**config.mk**
```make
export PLATFORM = sky130hd
export DESIGN_NAME = data_run_cluster_mapper_flat
export DESIGN_NICKNAME = d
export VERILOG_FILES = /design/src/rtl/core/drcm_pkg.sv /design/src/rtl/core/drcm_if.sv /design/src/rtl/core/data_run_cluster_mapper.sv /design/src/rtl/core/drcm_run_parser.sv /design/src/rtl/core/drcm_result_buf.sv /design/src/flat_wrapper.sv
export VERILOG_INCLUDE_DIRS = /design/src /design/src/rtl/core
export SDC_FILE = /design/constraint.sdc
export NUM_CORES = 2
export LEC_CHECK = 0
export ABC_AREA = 1
export BUFFER_PORTS_ARGS = -buffer_cell sky130_fd_sc_hd__buf_2
export CORE_AREA = 5 5 305 307
export CTS_CLUSTER_SIZE = 8
export DETAILED_ROUTE_END_ITERATION = 8
export DIE_AREA = 0 0 310 312
export PLACE_DENSITY = 0.84
export SYNTH_ARGS = -nofsm -noshare
export SYNTH_HDL_FRONTEND = slang
export SYNTH_HIERARCHICAL = 1
export SYNTH_SLANG_ARGS = --single-unit
```
**constraint.sdc**
```tcl
create_clock -name clk_i -period 14.35 [get_ports clk_i]
set_clock_uncertainty 0.2 [all_clocks]
set_input_delay 3.5875 -clock clk_i [delete_from_list [all_inputs] [get_ports clk_i]]
set_output_delay 3.5875 -clock clk_i [all_outputs]
set_load 0.005 [all_outputs]
```
**src/rtl/core/data_run_cluster_mapper_assert.svh**
```systemverilog
// ----------------------------------------------------------------------------
// Assertion macros for the data-run cluster mapper
// Concurrent assertion wrappers on clk_i and rst_ni. They expand to nothing
// in synthesis.
// ----------------------------------------------------------------------------
`ifndef DATA_RUN_CLUSTER_MAPPER_ASSERT_SVH
`define DATA_RUN_CLUSTER_MAPPER_ASSERT_SVH
`ifndef SYNTHESIS
// Checked only while the block is out of reset.
`define DRCM_ASSERT(lbl, prop, msg) \
  lbl: assert property (@(posedge clk_i) disable iff (!rst_ni) prop) else $error(msg);
// Checked at every edge, reset included.
`define DRCM_ASSERT_ALWAYS(lbl, prop, msg) \
  lbl: assert property (@(posedge clk_i) prop) else $error(msg);
`else
`define DRCM_ASSERT(lbl, prop, msg)
`define DRCM_ASSERT_ALWAYS(lbl, prop, msg)
`endif
`endif

```
**src/rtl/core/drcm_pkg.sv**
```systemverilog
// ----------------------------------------------------------------------------
// Data-run cluster mapper package
// Shared constants, status codes, the parser result type and helpers.
// ----------------------------------------------------------------------------
`default_nettype none

package drcm_pkg;

  // Largest byte count that a header nibble may give.
  localparam logic [3:0] MaxFieldBytes = 4'd8;

  typedef enum logic [1:0] {
    StMapped    = 2'd0,
    StUnmapped  = 2'd1,
    StMalformed = 2'd2
  } status_e;

  // One finished list as the parser hands it to the result buffer.
  // The mapped cluster is hit_cur + hit_rel when hit is set.
  typedef struct packed {
    status_e     status;
    logic        hit;
    logic [63:0] hit_cur;
    logic [63:0] hit_rel;
    logic [63:0] total;
  } result_t;

  // Sign-extends an offset of nbytes little-endian bytes (1 to 8) to 64 bits.
  // A count of zero is a sparse run and gives a zero delta.
  function automatic logic [63:0] sext_offset(input logic [63:0] acc,
                                              input logic [3:0]  nbytes);
    logic        sign;
    logic [63:0] res;
    res  = acc;
    sign = 1'b0;
    for (int k = 0; k < 8; k++) begin
      if (nbytes == 4'(k + 1)) begin
        sign = acc[8 * k + 7];
      end
    end
    if (nbytes == 4'd0) begin
      res = '0;
    end else begin
      for (int k = 0; k < 8; k++) begin
        if (4'(k) >= nbytes) begin
          res[8 * k +: 8] = {8{sign}};
        end
      end
    end
    return res;
  endfunction

endpackage

`default_nettype wire

```
**src/rtl/core/drcm_if.sv**
```systemverilog
// ----------------------------------------------------------------------------
// Data-run cluster mapper channels
// Valid/ready channels for list bytes in and mapping results out.
// ----------------------------------------------------------------------------
`default_nettype none

interface drcm_req_if;
  logic        valid;
  logic        ready;
  logic [7:0]  run_byte;
  logic        start_req;
  logic [63:0] query_vcn;

  modport source (output valid, run_byte, start_req, query_vcn, input ready);
  modport sink   (input valid, run_byte, start_req, query_vcn, output ready);
endinterface

interface drcm_res_if;
  logic        valid;
  logic        ready;
  logic [1:0]  status;
  logic [63:0] mapped_lcn;
  logic [63:0] total_clusters;

  modport source (output valid, status, mapped_lcn, total_clusters, input ready);
  modport sink   (input valid, status, mapped_lcn, total_clusters, output ready);
endinterface

`default_nettype wire

```
**src/rtl/core/data_run_cluster_mapper.sv**
```systemverilog
// ----------------------------------------------------------------------------
// Data-run cluster mapper
// Maps a virtual cluster through a data-run list and totals the run lengths.
// ----------------------------------------------------------------------------
// The block reads a data-run list one byte per request and takes a new byte
// in every cycle that ready is high. A request with start_req set begins a
// new list, clears the accumulators and latches query_vcn as the cluster to
// look up. Each run is a header byte (low nibble: length byte count, high
// nibble: offset byte count) followed by the little-endian length and the
// two's complement offset delta; a run with no offset bytes is sparse and
// leaves the cluster where it was. A zero header closes the list and returns
// one result: status mapped with the logical cluster, or not mapped with all
// ones, and the sum of all run lengths. A header nibble above eight returns a
// malformed status and the total so far. After a result, bytes are dropped
// until the next start. The closing byte's result is loaded into the output
// register, or into the skid entry while that register holds a result not
// yet taken. Input bytes keep flowing while a result waits; ready drops only
// while both entries hold a result. All sums wrap modulo 2^64.
// ----------------------------------------------------------------------------
`default_nettype none

module data_run_cluster_mapper import drcm_pkg::*; (
  input  wire logic  clk_i,
  input  wire logic  rst_ni,
  drcm_req_if.sink   req_i,
  drcm_res_if.source res_o
);

  logic    in_ready;
  logic    acc;
  logic    emit;
  result_t result;

  // A request is taken whenever the skid entry is free.
  assign req_i.ready = in_ready;
  assign acc         = req_i.valid & in_ready;

  // Byte parser: run fields, cluster accumulators and the hit record.
  drcm_run_parser u_parser (
    .clk_i       (clk_i),
    .rst_ni      (rst_ni),
    .acc_i       (acc),
    .run_byte_i  (req_i.run_byte),
    .start_req_i (req_i.start_req),
    .query_vcn_i (req_i.query_vcn),
    .emit_o      (emit),
    .res_o       (result)
  );

  // Result side: output register with a one-entry skid behind it.
  drcm_result_buf u_result (
    .clk_i      (clk_i),
    .rst_ni     (rst_ni),
    .emit_i     (emit),
    .res_i      (result),
    .in_ready_o (in_ready),
    .res_o      (res_o)
  );

endmodule

`default_nettype wire

```
**src/rtl/core/drcm_run_parser.sv**
```systemverilog
// ----------------------------------------------------------------------------
// Data-run list parser
// Takes one list byte per cycle when acc_i is set, tracks the run fields and
// the cluster accumulators, and flags the byte that closes or breaks the list.
// ----------------------------------------------------------------------------
`default_nettype none
`include "data_run_cluster_mapper_assert.svh"

module drcm_run_parser import drcm_pkg::*; (
  input  wire logic        clk_i,
  input  wire logic        rst_ni,
  input  wire logic        acc_i,
  input  wire logic [7:0]  run_byte_i,
  input  wire logic        start_req_i,
  input  wire logic [63:0] query_vcn_i,
  output logic             emit_o,
  output result_t          res_o
);

  typedef enum logic [1:0] {
    PhHeader = 2'd0,
    PhLength = 2'd1,
    PhOffset = 2'd2,
    PhIdle   = 2'd3
  } phase_e;

  phase_e      phase_q, phase_d, phase_cl;
  logic [3:0]  left_q, left_d, left_dec;
  logic [2:0]  idx_q, idx_d;
  logic [3:0]  off_n_q, off_n_d;
  logic [63:0] len_q, len_d, len_full;
  logic [63:0] off_q, off_d, off_full;
  logic [63:0] cur_q, cur_d, cur_cl, cur_new;
  logic [63:0] vstart_q, vstart_d, vstart_cl;
  // rel holds target - run start, so the cover test is one compare.
  logic [63:0] rel_q, rel_d, rel_cl;
  logic        hit_q, hit_d, hit_cl;
  logic [63:0] hit_cur_q, hit_cur_d;
  logic [63:0] hit_rel_q, hit_rel_d;
  logic        finish;
  logic        emit_c;
  logic [3:0]  lnib, onib;

  assign lnib     = run_byte_i[3:0];
  assign onib     = run_byte_i[7:4];
  assign left_dec = left_q - 4'd1;

  // Accumulators with the current byte merged into its lane.
  always_comb begin
    len_full = len_q;
    off_full = off_q;
    if (phase_q == PhLength) begin
      len_full[{idx_q, 3'b000} +: 8] = run_byte_i;
    end
    if (phase_q == PhOffset) begin
      off_full[{idx_q, 3'b000} +: 8] = run_byte_i;
    end
  end

  // A start request clears the list before the byte is looked at.
  assign phase_cl  = start_req_i ? PhHeader : phase_q;
  assign cur_cl    = start_req_i ? 64'd0 : cur_q;
  assign vstart_cl = start_req_i ? 64'd0 : vstart_q;
  assign rel_cl    = start_req_i ? query_vcn_i : rel_q;
  assign hit_cl    = start_req_i ? 1'b0 : hit_q;

  assign cur_new = cur_q + sext_offset(off_full, off_n_q);

  always_comb begin
    phase_d   = phase_cl;
    left_d    = left_q;
    idx_d     = idx_q;
    off_n_d   = off_n_q;
    len_d     = len_q;
    off_d     = off_q;
    cur_d     = cur_cl;
    vstart_d  = vstart_cl;
    rel_d     = rel_cl;
    hit_d     = hit_cl;
    hit_cur_d = hit_cur_q;
    hit_rel_d = hit_rel_q;
    finish    = 1'b0;
    emit_c    = 1'b0;
    res_o.status  = hit_cl ? StMapped : StUnmapped;
    res_o.hit     = hit_cl;
    res_o.hit_cur = hit_cur_q;
    res_o.hit_rel = hit_rel_q;
    res_o.total   = vstart_cl;

    unique case (phase_cl)
      PhHeader: begin
        if (run_byte_i == 8'd0) begin
          emit_c  = 1'b1;
          phase_d = PhIdle;
        end else if (lnib > MaxFieldBytes || onib > MaxFieldBytes) begin
          emit_c       = 1'b1;
          res_o.status = StMalformed;
          res_o.hit    = 1'b0;
          phase_d      = PhIdle;
        end else begin
          len_d   = '0;
          off_d   = '0;
          idx_d   = '0;
          off_n_d = onib;
          if (lnib != 4'd0) begin
            left_d  = lnib;
            phase_d = PhLength;
          end else begin
            left_d  = onib;
            phase_d = PhOffset;
          end
        end
      end
      PhLength: begin
        len_d  = len_full;
        idx_d  = idx_q + 3'd1;
        left_d = left_dec;
        if (left_dec == 4'd0) begin
          if (off_n_q == 4'd0) begin
            finish = 1'b1;
          end else begin
            left_d  = off_n_q;
            idx_d   = '0;
            phase_d = PhOffset;
          end
        end
      end
      PhOffset: begin
        off_d  = off_full;
        idx_d  = idx_q + 3'd1;
        left_d = left_dec;
        if (left_dec == 4'd0) begin
          finish = 1'b1;
        end
      end
      PhIdle: begin
      end
      default: begin
      end
    endcase

    // Close the run: move the cluster, test the cover, advance the start.
    if (finish) begin
      cur_d = cur_new;
      if (!hit_q && (rel_q < len_full)) begin
        hit_d     = 1'b1;
        hit_cur_d = cur_new;
        hit_rel_d = rel_q;
      end
      rel_d    = rel_q - len_full;
      vstart_d = vstart_q + len_full;
      len_d    = '0;
      off_d    = '0;
      idx_d    = '0;
      left_d   = '0;
      phase_d  = PhHeader;
    end
  end

  assign emit_o = acc_i & emit_c;

  always_ff @(posedge clk_i or negedge rst_ni) begin
    if (!rst_ni) begin
      phase_q   <= PhHeader;
      left_q    <= '0;
      idx_q     <= '0;
      off_n_q   <= '0;
      len_q     <= '0;
      off_q     <= '0;
      cur_q     <= '0;
      vstart_q  <= '0;
      rel_q     <= '0;
      hit_q     <= 1'b0;
      hit_cur_q <= '0;
      hit_rel_q <= '0;
    end else if (acc_i) begin
      phase_q   <= phase_d;
      left_q    <= left_d;
      idx_q     <= idx_d;
      off_n_q   <= off_n_d;
      len_q     <= len_d;
      off_q     <= off_d;
      cur_q     <= cur_d;
      vstart_q  <= vstart_d;
      rel_q     <= rel_d;
      hit_q     <= hit_d;
      hit_cur_q <= hit_cur_d;
      hit_rel_q <= hit_rel_d;
    end
  end

  `DRCM_ASSERT(a_emit_goes_idle, emit_o |=> phase_q == PhIdle, "no idle after result")
  `DRCM_ASSERT(a_idle_is_silent, phase_q == PhIdle && !start_req_i |-> !emit_o, "idle result")
  `DRCM_ASSERT(a_hit_sticks, hit_q && !(acc_i && start_req_i) |=> hit_q, "hit lost")

endmodule

`default_nettype wire

```
**src/rtl/core/drcm_result_buf.sv**
```systemverilog
// ----------------------------------------------------------------------------
// Result buffer
// Output register plus one skid entry for finished lists. Forms the mapped
// cluster on the way into the output register.
// ----------------------------------------------------------------------------
`default_nettype none
`include "data_run_cluster_mapper_assert.svh"

module drcm_result_buf import drcm_pkg::*; (
  input  wire logic    clk_i,
  input  wire logic    rst_ni,
  input  wire logic    emit_i,
  input  wire result_t res_i,
  output logic         in_ready_o,
  drcm_res_if.source   res_o
);

  logic        out_vld_q, out_vld_d;
  status_e     status_q;
  logic [63:0] lcn_q, total_q;
  logic        skid_vld_q, skid_vld_d;
  result_t     skid_q;
  result_t     src;
  logic        pop;
  logic        load_out;
  logic        load_skid;

  assign pop        = out_vld_q & res_o.ready;
  assign in_ready_o = !skid_vld_q;

  always_comb begin
    out_vld_d  = out_vld_q;
    skid_vld_d = skid_vld_q;
    load_out   = 1'b0;
    load_skid  = 1'b0;
    src        = res_i;
    if (skid_vld_q) begin
      src = skid_q;
    end
    if (skid_vld_q) begin
      if (pop) begin
        load_out   = 1'b1;
        skid_vld_d = 1'b0;
      end
    end else if (emit_i) begin
      if (!out_vld_q || pop) begin
        load_out  = 1'b1;
        out_vld_d = 1'b1;
      end else begin
        load_skid  = 1'b1;
        skid_vld_d = 1'b1;
      end
    end else if (pop) begin
      out_vld_d = 1'b0;
    end
  end

  always_ff @(posedge clk_i or negedge rst_ni) begin
    if (!rst_ni) begin
      out_vld_q  <= 1'b0;
      skid_vld_q <= 1'b0;
    end else begin
      out_vld_q  <= out_vld_d;
      skid_vld_q <= skid_vld_d;
    end
  end

  always_ff @(posedge clk_i) begin
    if (load_out) begin
      status_q <= src.status;
      lcn_q    <= src.hit ? (src.hit_cur + src.hit_rel) : '1;
      total_q  <= src.total;
    end
    if (load_skid) begin
      skid_q <= res_i;
    end
  end

  assign res_o.valid          = out_vld_q;
  assign res_o.status         = status_q;
  assign res_o.mapped_lcn     = lcn_q;
  assign res_o.total_clusters = total_q;

  `DRCM_ASSERT_ALWAYS(a_no_overrun, emit_i |-> !skid_vld_q, "result into a full buffer")
  `DRCM_ASSERT(a_skid_behind_out, skid_vld_q |-> out_vld_q, "skid ahead of output")
  `DRCM_ASSERT(a_unmapped_ones, out_vld_q && status_q != StMapped |-> lcn_q == '1,
               "unmapped cluster not all ones")

endmodule

`default_nettype wire

```
**src/flat_wrapper.sv**
```systemverilog
// flat-port wrapper written by rule: the top's interface ports become plain ports
module data_run_cluster_mapper_flat import drcm_pkg::*;
  (clk_i, rst_ni, req_i_valid, req_i_run_byte, req_i_start_req, req_i_query_vcn, req_i_ready, res_o_valid, res_o_status, res_o_mapped_lcn, res_o_total_clusters, res_o_ready);
  drcm_req_if req_i_i ();
  drcm_res_if res_o_i ();
  input  wire logic clk_i;
  input  wire logic rst_ni;
  input wire logic [$bits(req_i_i.valid)-1:0] req_i_valid;
  input wire logic [$bits(req_i_i.run_byte)-1:0] req_i_run_byte;
  input wire logic [$bits(req_i_i.start_req)-1:0] req_i_start_req;
  input wire logic [$bits(req_i_i.query_vcn)-1:0] req_i_query_vcn;
  output wire logic [$bits(req_i_i.ready)-1:0] req_i_ready;
  output wire logic [$bits(res_o_i.valid)-1:0] res_o_valid;
  output wire logic [$bits(res_o_i.status)-1:0] res_o_status;
  output wire logic [$bits(res_o_i.mapped_lcn)-1:0] res_o_mapped_lcn;
  output wire logic [$bits(res_o_i.total_clusters)-1:0] res_o_total_clusters;
  input wire logic [$bits(res_o_i.ready)-1:0] res_o_ready;
  assign req_i_i.valid = req_i_valid;
  assign req_i_i.run_byte = req_i_run_byte;
  assign req_i_i.start_req = req_i_start_req;
  assign req_i_i.query_vcn = req_i_query_vcn;
  assign req_i_ready = req_i_i.ready;
  assign res_o_valid = res_o_i.valid;
  assign res_o_status = res_o_i.status;
  assign res_o_mapped_lcn = res_o_i.mapped_lcn;
  assign res_o_total_clusters = res_o_i.total_clusters;
  assign res_o_i.ready = res_o_ready;
  data_run_cluster_mapper u_core (.clk_i(clk_i), .rst_ni(rst_ni), .req_i(req_i_i), .res_o(res_o_i));
endmodule
```
==> metrics.cfg <==
[synth]
yosys-mux-area-fraction_pct=0.0953
ys_seq_area_share_pct=40.7
synth_top_family_by_area=simple AND/OR/NAND/NOR gates
synth-main-ff-cell=dfrtp_1
yosysWarnings=6
synth_simple_gate_area_share_pct=27.5
postSynthCellCount=7363
synth_edf_count=325
ys_types=63
syn_area_sq_um=52500
synth_compound_area_share_pct=14.4
syn_nets=7706
synthXorXnorAreaFrac_pct=1.80
synth_seq_cells=789
async_reset_ff_share_pct=58.8
synth_adder_area_share_pct=6.40
avgSynthCellArea_sq_um=7.13

[place]
io_buffer_count=208
place.gp.congestion=1.10
dp_hpwl_mm=161

[flow_run]
maxCapViolations=0

[worst_setup_path]
startpoint_type=input port
endpoint_kind=register
worst-path-max-fanout=127
critPathKind=input port to register
ff2ff_path_depth=22
required_ns=14.79
cp.arrival_ns=8.95

[drt]
drt-total-wl_mm=207
viasPerCell=6.03
drc=0
vias=52900
wl_per_cell_microns=23.6
firstDrtPassIters=7
postRouteAntennaNets=0
drt_iter0_markers=7475

[floorplanning]
num_rows=110
core_sq_um=89700
die_area_sq_um=96700
io_pins=209
initial_core_util_pct=58.5
die_w_microns=310
die_h_microns=312

[cts]
cts_hold_buffers=0
cts_buffers=111
ctsResizeCount=0
clock_path_buffers=3
tritoncts=built
clk_pin_slew_ns=0.05
cts_root_buf=clkbuf_16
worstSkewPairLatency_ns=0.73
clock-sinks=789
h-tree-depth=3
postCtsSetupRepairBufs=0

[power_and_ir_drop]
cellPowerDensity_nw_per_um2=168
ir_drop_mv=0.115
p_leak_nw=27.6

[hold_path]
hold_path_depth=0
min_path_type=register to register

[global_route]
grt_start_max_net_pins=151
grt_pass1_wl_mm=305
grt_usage_pct=41.5
antenna_found_initial=6
grt_pass1_vias=49500
grt.overflow.total=0

[status]
outcome=completed

[timing]
worst_pin_slew_ns=1.35
hold_viol_final=0
timing.fmax_mhz=117
min_period_over_period_pct=59.3
relSlewSlack_pct=9.18
holdWs_ns=0.272
rsz0062_at_grt=no
fin_crit_ns=8.51
finalMaxSlewViolations=0
finalSetupViolations=0
setup_tns_ns=0

[layout]
drive_gt1_share_pct=6.08
area_growth_pct=10.0
multiInputGateArea_sq_um=26400
fillers=7909
nets=7863
regArea_sq_um=21400

## routing by layer
metal | vias up | global-route usage, % | routed length (microns)
met5 | - | 0 | 59
met4 | 8 | 20.2 | 12300
met3 | 560 | 10.1 | 23900
met2 | 3319 | 62.5 | 89400
met1 | 24900 | 56.4 | 81000
li1 | 24100 | - | -
## worst max-delay path, cell delays in order
cell     delay, ns
buf_2         0.30
inv_1         0.34
o21ai_0       0.61
ha_1          0.27
inv_1         0.07
fa_1          0.43
nand3_1       0.09
nand2_1       0.09
a21oi_1       0.34
o21ai_1       0.28
nand3_1       0.15
nand3_1       0.22
a21o_1        0.25
nand2_1       0.16
nand2_8       0.37
inv_2         0.95
nand2_1       0.20
nand2_1       0.13
## synthesized netlist by cell type (all sizes together) (6+ instances only)
cell | instances | area [sq um]
a21boi | 27 | 214
nor3 | 55 | 317
and3 | 6 | 37.5
o21ai | 624 | 3120
a31oi | 29 | 181
nand2 | 2403 | 9060
clkbuf | 111 | 418
a221oi | 11 | 96.3
o21bai | 35 | 263
a21o | 31 | 233
ha | 262 | 3280
o211ai | 21 | 158
buf | 86 | 458
xor2 | 66 | 578
a22o | 7 | 61.3
nand3 | 350 | 1790
nor2 | 707 | 2740
o21a | 46 | 345
nor4 | 13 | 87.6
o22ai | 90 | 563
edfxtp | 325 | 9760
inv | 1041 | 3910
xnor2 | 42 | 368
nand4 | 29 | 181
a21oi | 400 | 2000
dfrtp | 464 | 11600
o31ai | 25 | 188
or2 | 22 | 138
## placed cells by master (no fill, tap or decap), types with 90 or more instances in the layout
cell type	Yosys	layout
edfxtp_1	325	325
buf_2	54	207
nor2_1	685	682
o22ai_1	90	90
o21ai_1	91	90
inv_1	1025	1025
o21ai_0	533	533
dfrtp_1	464	463
nand2_1	2385	2383
a21oi_1	400	400
clkbuf_16	0	113
nand3_1	342	342
ha_1	262	262
## metrics by stage
stage / cell area (sq um) / power, mW / util [%] / std cells / worst slack, ns
after floorplan: 52500 / 5.57 / - / 7363 / 0.440
after global placement: 54500 / 7.00 / 60.7 / 8583 / 5.48
after detailed placement: 54500 / 7.03 / 60.7 / 8583 / 5.36
after CTS: 57700 / 9.55 / 64.3 / 8774 / 6.07
after global routing: 57700 / 10.1 / 64.3 / 8774 / 5.76
final: 57700 / 9.72 / 64.4 / 8777 / 5.84
## layout make-up
cell class              count  share of cell area (%)
clock buffers             181                    5.37
multi-input cells        5335                    45.7
well taps                1176                    2.55
inverters                1042                    6.79
repair buffers            241                    2.29
flip-flops and latches    789                    37.0
diodes                      3                  0.0130
clock inverters            10                   0.256
## flip-flops by register name, summed over array words and instances (netlist names), 64 cells and up
name                                  cells
u_core/u_parser/cur_q                    64
u_core/u_parser/rel_q                    64
u_core/u_result/skid_q                  195
u_core/u_parser/hit_cur_q                64
u_core/u_parser/vstart_q                 64
u_core/u_parser/len_q                    64
u_core/u_parser/hit_rel_q                64
u_core/u_result/res_o.mapped_lcn         64
u_core/u_result/res_o.total_clusters     64
u_core/u_parser/off_q                    64
## where the power goes
| part | internal, mW | leakage, nW | switching [mW] |
|---|---|---|---|
| Clock | 1.46 | 1.55 | 1.05 |
| Combinational | 1.19 | 16.7 | 3.03 |
| Sequential | 2.70 | 9.32 | 0.278 |
## logic make-up (layout without fill, tap and decap cells)
group                      count (synthesis)  in the layout
muxes                                      5              5
AOI/OAI and AO/OA                       1361           1361
other                                      0              3
buffers and inverters                   1239           1474
adders and majority gates                266            266
and+or+nand+nor                         3595           3595
xor gates and xnor gates                 108            108
DFF                                      789            789
## final timing paths
| check | from | end | slack, ns |
|---|---|---|---|
| hold / removal | u_core/u_parser/hit_rel_q[24]$_DFFE_PN0P_ | u_core/u_result/skid_q[88]$_DFFE_PP_ | 0.27 |
| setup / recovery | req_i_run_byte[0] | u_core/u_parser/hit_rel_q[55]$_DFFE_PN0P_ | 5.84 |
| min in group asynchronous | rst_ni | u_core/u_parser/off_q[44]$_DFFE_PN0P_ | 2.72 |
| max in group asynchronous | rst_ni | u_core/u_result/skid_vld_q$_DFF_PN0_ | 8.84 |
| hold reg to reg | u_core/u_parser/hit_rel_q[24]$_DFFE_PN0P_ | u_core/u_result/skid_q[88]$_DFFE_PP_ | 0.27 |
| setup reg to reg | u_core/u_parser/idx_q[0]$_DFFE_PN0P_ | u_core/u_parser/hit_cur_q[36]$_DFFE_PN0P_ | 6.84 |
(Power assumes the default switching activity.)
